**src/rtl/srpl_pkg.sv**
```systemverilog
// ----------------------------------------------------------------------------
// srpl_pkg
// shared widths, register codes, control and status structs and saturation helper
// ----------------------------------------------------------------------------
`default_nettype none

package srpl_pkg;

    localparam int ADDR_W     = 18;
    localparam int DEPTH      = 1 << ADDR_W;
    localparam int FILL_W     = ADDR_W + 1;
    localparam int SMP_W      = 24;
    localparam int LEN_W      = ADDR_W;
    localparam int SPD_W      = 16;
    localparam int GAIN_W     = 16;
    localparam int FRAC_W     = 14;
    localparam int PACC_W     = ADDR_W + FRAC_W + 1;
    localparam int SMOOTH_WIN = 64;
    localparam int SM_SHIFT   = $clog2(SMOOTH_WIN);
    localparam int CFG_IDX_W  = 3;
    localparam int CFG_DATA_W = 18;
    localparam int WIDE_W     = 48;

    localparam logic [CFG_IDX_W-1:0] REG_SPLICE_LEN = 3'd0;
    localparam logic [CFG_IDX_W-1:0] REG_SPEED      = 3'd1;
    localparam logic [CFG_IDX_W-1:0] REG_REVERSE    = 3'd2;
    localparam logic [CFG_IDX_W-1:0] REG_RECYCLE    = 3'd3;
    localparam logic [CFG_IDX_W-1:0] REG_WET        = 3'd4;

    localparam logic [LEN_W-1:0]  RST_SPLICE_LEN = 18'd48000;
    localparam logic [SPD_W-1:0]  RST_SPEED      = 16'd16384;
    localparam logic [GAIN_W-1:0] RST_RECYCLE    = 16'd0;
    localparam logic [GAIN_W-1:0] RST_WET        = 16'd16384;

    localparam logic signed [WIDE_W-1:0] SMP_MAX = 48'sd8388607;
    localparam logic signed [WIDE_W-1:0] SMP_MIN = -48'sd8388608;

    typedef struct packed {
        logic                    start;
        logic                    rev;
        logic [LEN_W-1:0]        len;
        logic [SPD_W-1:0]        speed;
        logic signed [SMP_W-1:0] last;
    } seq_ctrl_t;

    typedef struct packed {
        logic              busy;
        logic              done;
        logic [FILL_W-1:0] fill;
    } seq_stat_t;

    function automatic logic signed [SMP_W-1:0] sat24(input logic signed [WIDE_W-1:0] v);
        logic signed [SMP_W-1:0] r;
        if (v > SMP_MAX)
            r = SMP_MAX[SMP_W-1:0];
        else if (v < SMP_MIN)
            r = SMP_MIN[SMP_W-1:0];
        else
            r = v[SMP_W-1:0];
        return r;
    endfunction

endpackage

`default_nettype wire

```
**src/rtl/srpl_resamp.sv**
```systemverilog
// ----------------------------------------------------------------------------
// srpl_resamp
// splice boundary sequencer: reverse, linear resample and head crossfade
// ----------------------------------------------------------------------------
`default_nettype none

module srpl_resamp (
    input  wire logic                            clk,
    input  wire logic                            rst_n,
    input  wire srpl_pkg::seq_ctrl_t             ctrl,
    output srpl_pkg::seq_stat_t                  stat,
    output logic                                 rd_en,
    output logic [srpl_pkg::ADDR_W-1:0]          rd_addr,
    input  wire logic signed [srpl_pkg::SMP_W-1:0] rd_data,
    output logic                                 wr_en,
    output logic [srpl_pkg::ADDR_W-1:0]          wr_addr,
    output logic signed [srpl_pkg::SMP_W-1:0]    wr_data
);
    import srpl_pkg::*;

    localparam logic [3:0] S_IDLE = 4'd0;
    localparam logic [3:0] S_CHK  = 4'd1;
    localparam logic [3:0] S_RDB  = 4'd2;
    localparam logic [3:0] S_MA   = 4'd3;
    localparam logic [3:0] S_MB   = 4'd4;
    localparam logic [3:0] S_SUM  = 4'd5;
    localparam logic [3:0] S_SMA  = 4'd6;
    localparam logic [3:0] S_SMB  = 4'd7;
    localparam logic [3:0] S_WR   = 4'd8;

    logic [3:0]              state_reg, state_next;
    logic [LEN_W-1:0]        len_reg;
    logic [SPD_W-1:0]        spd_reg;
    logic                    rev_reg;
    logic signed [SMP_W-1:0] last_reg;
    logic                    run_reg;
    logic                    done_reg;
    logic [FILL_W-1:0]       i_reg;
    logic [PACC_W-1:0]       p_reg;
    logic [PACC_W-1:0]       pn_reg;
    logic signed [SMP_W-1:0] a_reg;
    logic signed [SMP_W-1:0] b_reg;
    logic signed [39:0]      pa_reg;
    logic signed [39:0]      pb_reg;
    logic signed [SMP_W-1:0] interp_reg;
    logic signed [31:0]      sa_reg;
    logic signed [31:0]      sb_reg;

    logic [PACC_W-1:0]       stop;
    logic [PACC_W-1:0]       lim;
    logic [ADDR_W-1:0]       ip;
    logic [ADDR_W-1:0]       ip1;
    logic [FRAC_W-1:0]       frac;
    logic [FRAC_W:0]         wa;
    logic                    active;
    logic                    in_window;
    logic [SM_SHIFT:0]       wrem;
    logic signed [WIDE_W-1:0] isum;
    logic signed [WIDE_W-1:0] ssum;

    function automatic logic [ADDR_W-1:0] map_addr(input logic rev, input logic [LEN_W-1:0] len,
                                                   input logic [ADDR_W-1:0] j);
        return rev ? (len - ADDR_W'(1) - j) : j;
    endfunction

    always_comb
    begin
        stop      = {1'b0, len_reg - LEN_W'(1), {FRAC_W{1'b0}}};
        lim       = {1'b0, len_reg, {FRAC_W{1'b0}}};
        ip        = p_reg[FRAC_W +: ADDR_W];
        ip1       = ip + ADDR_W'(1);
        frac      = p_reg[FRAC_W-1:0];
        wa        = (FRAC_W+1)'(1 << FRAC_W) - {1'b0, frac};
        in_window = i_reg < FILL_W'(SMOOTH_WIN);
        wrem      = (SM_SHIFT+1)'(SMOOTH_WIN) - {1'b0, i_reg[SM_SHIFT-1:0]};
        // run while len >= 2, read point < stop, next point <= len, output count fits
        active    = run_reg && (len_reg >= LEN_W'(2)) && (p_reg < stop) && (pn_reg <= lim)
                    && (i_reg < FILL_W'(DEPTH));
        isum      = WIDE_W'(pa_reg) + WIDE_W'(pb_reg) + WIDE_W'(1 << (FRAC_W - 1));
        ssum      = WIDE_W'(sa_reg) + WIDE_W'(sb_reg) + WIDE_W'(SMOOTH_WIN / 2);
    end

    always_comb
    begin
        rd_en   = 1'b0;
        rd_addr = map_addr(rev_reg, len_reg, ip);
        wr_en   = state_reg == S_WR;
        wr_addr = i_reg[ADDR_W-1:0];
        wr_data = in_window ? sat24(ssum >>> SM_SHIFT) : interp_reg;
        case (state_reg)
            S_CHK:
            begin
                rd_en = active;
            end
            S_RDB:
            begin
                rd_en   = 1'b1;
                rd_addr = map_addr(rev_reg, len_reg, ip1);
            end
            default:
            begin
                rd_en = 1'b0;
            end
        endcase
    end

    always_comb
    begin
        state_next = state_reg;
        case (state_reg)
            S_IDLE: if (ctrl.start) state_next = S_CHK;
            S_CHK:
            begin
                if (active)
                    state_next = S_RDB;
                else if (in_window)
                    state_next = S_SMA;
                else
                    state_next = S_IDLE;
            end
            S_RDB:  state_next = S_MA;
            S_MA:   state_next = S_MB;
            S_MB:   state_next = S_SUM;
            S_SUM:  state_next = in_window ? S_SMA : S_WR;
            S_SMA:  state_next = S_SMB;
            S_SMB:  state_next = S_WR;
            S_WR:   state_next = S_CHK;
            default: state_next = S_IDLE;
        endcase
    end

    always_ff @(posedge clk or negedge rst_n)
    begin
        if (!rst_n)
        begin
            state_reg <= S_IDLE;
            run_reg   <= 1'b0;
            done_reg  <= 1'b0;
            i_reg     <= '0;
        end
        else
        begin
            state_reg <= state_next;
            done_reg  <= (state_reg == S_CHK) && !active && !in_window;
            if (state_reg == S_IDLE && ctrl.start)
            begin
                run_reg <= 1'b1;
                i_reg   <= '0;
            end
            else if (state_reg == S_CHK && !active)
                run_reg <= 1'b0;
            else if (state_reg == S_WR)
                i_reg <= i_reg + FILL_W'(1);
        end
    end

    always_ff @(posedge clk)
    begin
        case (state_reg)
            S_IDLE:
            begin
                if (ctrl.start)
                begin
                    len_reg  <= ctrl.len;
                    spd_reg  <= (ctrl.speed == '0) ? SPD_W'(1) : ctrl.speed;
                    rev_reg  <= ctrl.rev;
                    last_reg <= ctrl.last;
                    p_reg    <= '0;
                    pn_reg   <= PACC_W'((ctrl.speed == '0) ? SPD_W'(1) : ctrl.speed);
                end
            end
            S_CHK:  if (!active) interp_reg <= '0;
            S_RDB:  a_reg <= rd_data;
            S_MA:
            begin
                b_reg  <= rd_data;
                pa_reg <= a_reg * $signed({1'b0, wa});
            end
            S_MB:   pb_reg <= b_reg * $signed({2'b0, frac});
            S_SUM:  interp_reg <= sat24(isum >>> FRAC_W);
            S_SMA:  sa_reg <= interp_reg * $signed({1'b0, i_reg[SM_SHIFT-1:0]});
            S_SMB:  sb_reg <= last_reg * $signed({1'b0, wrem});
            S_WR:
            begin
                p_reg  <= pn_reg;
                pn_reg <= pn_reg + PACC_W'(spd_reg);
            end
            default: ;
        endcase
    end

    assign stat.busy = state_reg != S_IDLE;
    assign stat.done = done_reg;
    assign stat.fill = i_reg;

endmodule

`default_nettype wire

```
**config.mk**
```make
export PLATFORM = sky130hd
export DESIGN_NAME = srpl_resamp
export DESIGN_NICKNAME = d
export VERILOG_FILES = /design/src/rtl/srpl_pkg.sv /design/src/rtl/srpl_resamp.sv
export SDC_FILE = /design/constraint.sdc
export NUM_CORES = 2
export LEC_CHECK = 0
export ABC_AREA = 1
export BUFFER_PORTS_ARGS = -buffer_cell sky130_fd_sc_hd__buf_2
export CORE_MARGIN = 2
export CORE_UTILIZATION = 55
export DETAILED_ROUTE_END_ITERATION = 8
export HOLD_SLACK_MARGIN = 0.08
export PLACE_DENSITY_LB_ADDON = 0.08
export SYNTH_ARGS = -nofsm -noshare
export SYNTH_HDL_FRONTEND = slang
export SYNTH_SLANG_ARGS = --single-unit
```
**constraint.sdc**
```tcl
create_clock -name clk -period 6.5 [get_ports clk]
set_input_delay 1.3 -clock clk [delete_from_list [all_inputs] [get_ports clk]]
set_output_delay 1.3 -clock clk [all_outputs]
set_load 0.005 [all_outputs]
```
==> flow_summary.json <==
{
  "run_status": "complete, but fails checks",
  "violations": "setup timing",
  "setup_viol": 21,
  "syn-num-nets": 8692,
  "cts_max_level": 2,
  "initial_core_util": 0.554,
  "path_clk_slew_ns": 0.06,
  "vias": 47400,
  "avgRoutedWirePerCell_um": 18.1,
  "cp_data_arrival_time_ns": 7.23,
  "io_pins": 169,
  "hpwl_um": 136000,
  "cts_tree": "yes",
  "yosys_most_used_dff": "edfxtp_1",
  "fillers": 9373,
  "hold_buffers": 0,
  "yosysUniqueCellTypes": 65,
  "crit_path_start_kind": "flop",
  "min_period_ns": 6.85,
  "synth_commonest_cells": "inv_1 (1613), nand2_1 (1505), fa_1 (892)",
  "skew_ns": 0.0322,
  "antenna_found_initial": 1,
  "drt_drc_violations_left": 0,
  "yosysMostFrequentCell": "inv_1",
  "yosysTopAreaCellShare": 0.301,
  "grt.overflow.total": 0,
  "largest_reg_flops": 40,
  "die_y_um": 332,
  "grt_pass1_vias": 49300,
  "cts_num_sinks": 364,
  "rsz0062_at_grt": "true",
  "maxCapViolCount": 0,
  "die_area_um2": 110000,
  "syn_inst": 7166,
  "cpMaxStageDelayCell": "fa_2",
  "finalCritPeriodShare": 1.05,
  "clock-root-buffer": "clkbuf_16",
  "syn2layout_area_growth_pct": 12.7,
  "maxSlewHeadroom": 0.190,
  "synthArstFlopShare": 0.0687,
  "cts_made_buffers": 48,
  "insertion_delay_ns": 0.65,
  "grt_max_degree": 70,
  "end_kind": "flop",
  "vias_per_cell": 5.28,
  "die_x_um": 332,
  "ys_seq_area_frac": 0.182,
  "critPathMaxStageDelay_ns": 0.53,
  "post-place-ws_ns": -0.502,
  "track_usage": 0.301,
  "synth_top_area_cell": "fa_1",
  "synthTopCellsByArea": "fa_1 (30%), edfxtp_1 (17%), ha_1 (12%)",
  "yosys_warnings": 0,
  "critical_path_class": "flop to flop",
  "critPathRequiredTime_ns": 6.88,
  "port_buffers": 168,
  "clk_path_buf_depth": 3,
  "hold_path.class": "flop to flop",
  "drive_above_1_share": 0.124,
  "core_area_um2": 107000,
  "tightest_slew_ns": 1.21,
  "ant_nets": 0,
  "synth_seq_cells": 364,
  "avgSynthCellArea_um2": 8.28,
  "path_max_fanout": 5,
  "finalNetCount": 9057,
  "diodes": 0,
  "dr.pass1.iters": 9,
  "drv_slew": 0,
  "synth_edf_count": 339,
  "crit_top_cell": "inv_2",
  "setup_ws_ns": -0.346,
  "hold_violations": 0,
  "first_iter_violations": 3248,
  "syn_area_um2": 59300,
  "gp_congestion": 0.968,
  "fp-row-count": 120,
  "drt-total-wl_um": 163000,
  "fmax_mhz": 146,
  "grt_pass1_wl_um": 263000
}
layout make-up:
| type | count | area [um2] | share of cell area |
|---|---|---|---|
| clock inverter | 38 | 443 | 0.00662 |
| timing repair buffer | 526 | 3990 | 0.0597 |
| sequential | 364 | 10800 | 0.162 |
| tap | 1403 | 1760 | 0.0262 |
| multi-input combinational | 4957 | 42500 | 0.636 |
| clock buffer | 50 | 1210 | 0.0181 |
| inverter | 1634 | 6150 | 0.0920 |
cell usage in the layout (no fill, tap or decap), types with 37 or more instances in the layout:
master	count
clkbuf_16	48
nor2_1	593
nand4_1	37
xor2_1	146
nand2_1	1471
nand3_1	137
a21oi_1	363
o21ai_0	197
buf_4	300
buf_2	169
nand2_2	63
ha_1	516
fa_1	877
edfxtp_1	339
inv_2	40
xnor2_1	102
inv_1	1581
nor3_1	51
kinds of logic after synthesis:
logic type,share of synthesized area
buf+inv,0.120
xor+xnor,0.0384
flops,0.182
compound gates,0.0714
fa+ha+maj,0.417
simple gates,0.171
through the flow:
stage	area, um2	setup TNS (ns)	util	hold WS (ns)	instances
3_5_place_dp	64000	-7.31	0.598	0.501	8853
3_3_place_gp	64000	-6.69	0.598	0.474	8853
5_1_grt	66900	-10.74	0.625	0.541	8972
6_report	66900	-4.31	0.625	0.511	8972
4_1_cts	66300	-2.35	0.619	0.510	8962
2_1_floorplan	59700	-0.453	-	0.443	7166
per-layer routing:
metal | wire (um) | GRT usage
met5 | 0 | 0
met1 | 69800 | 0.402
met4 | 6050 | 0.105
met3 | 8480 | 0.0292
met2 | 78300 | 0.516
final timing paths:
check | from | end | slack (ns) | depth (start not counted)
max | p_reg[2] | pa_reg[33] | -0.35 | 35
max in group asynchronous | rst_n | i_reg[0] | 5.40 | 1
min in group asynchronous | rst_n | i_reg[16] | 0.65 | 1
min reg2reg | state_reg[0] | state_reg[0] | 0.51 | 1
max reg2reg | p_reg[2] | pa_reg[33] | -0.35 | 35
min | state_reg[0] | state_reg[0] | 0.51 | 1
timing repair:
action	in CTS	in global routing
pin swaps	53	44
hold endpoints to repair	0	0
resized for setup	121	121
buffers inserted	19	13
setup endpoints to repair	26	46
gates cloned	4	0
worst max-delay path, delay by kind of cell (launching register included):
| family | cells | cell delay [ns] |
|---|---|---|
| flops | 1 | 0.39 |
| fa+ha+maj | 7 | 3.07 |
| compound gates | 3 | 0.48 |
| simple gates | 13 | 1.47 |
| buf+inv | 10 | 0.90 |
| xor+xnor | 2 | 0.27 |
Power is not shown: default switching activity piles up to over one toggle a cycle in this logic, so the estimate is an artifact.
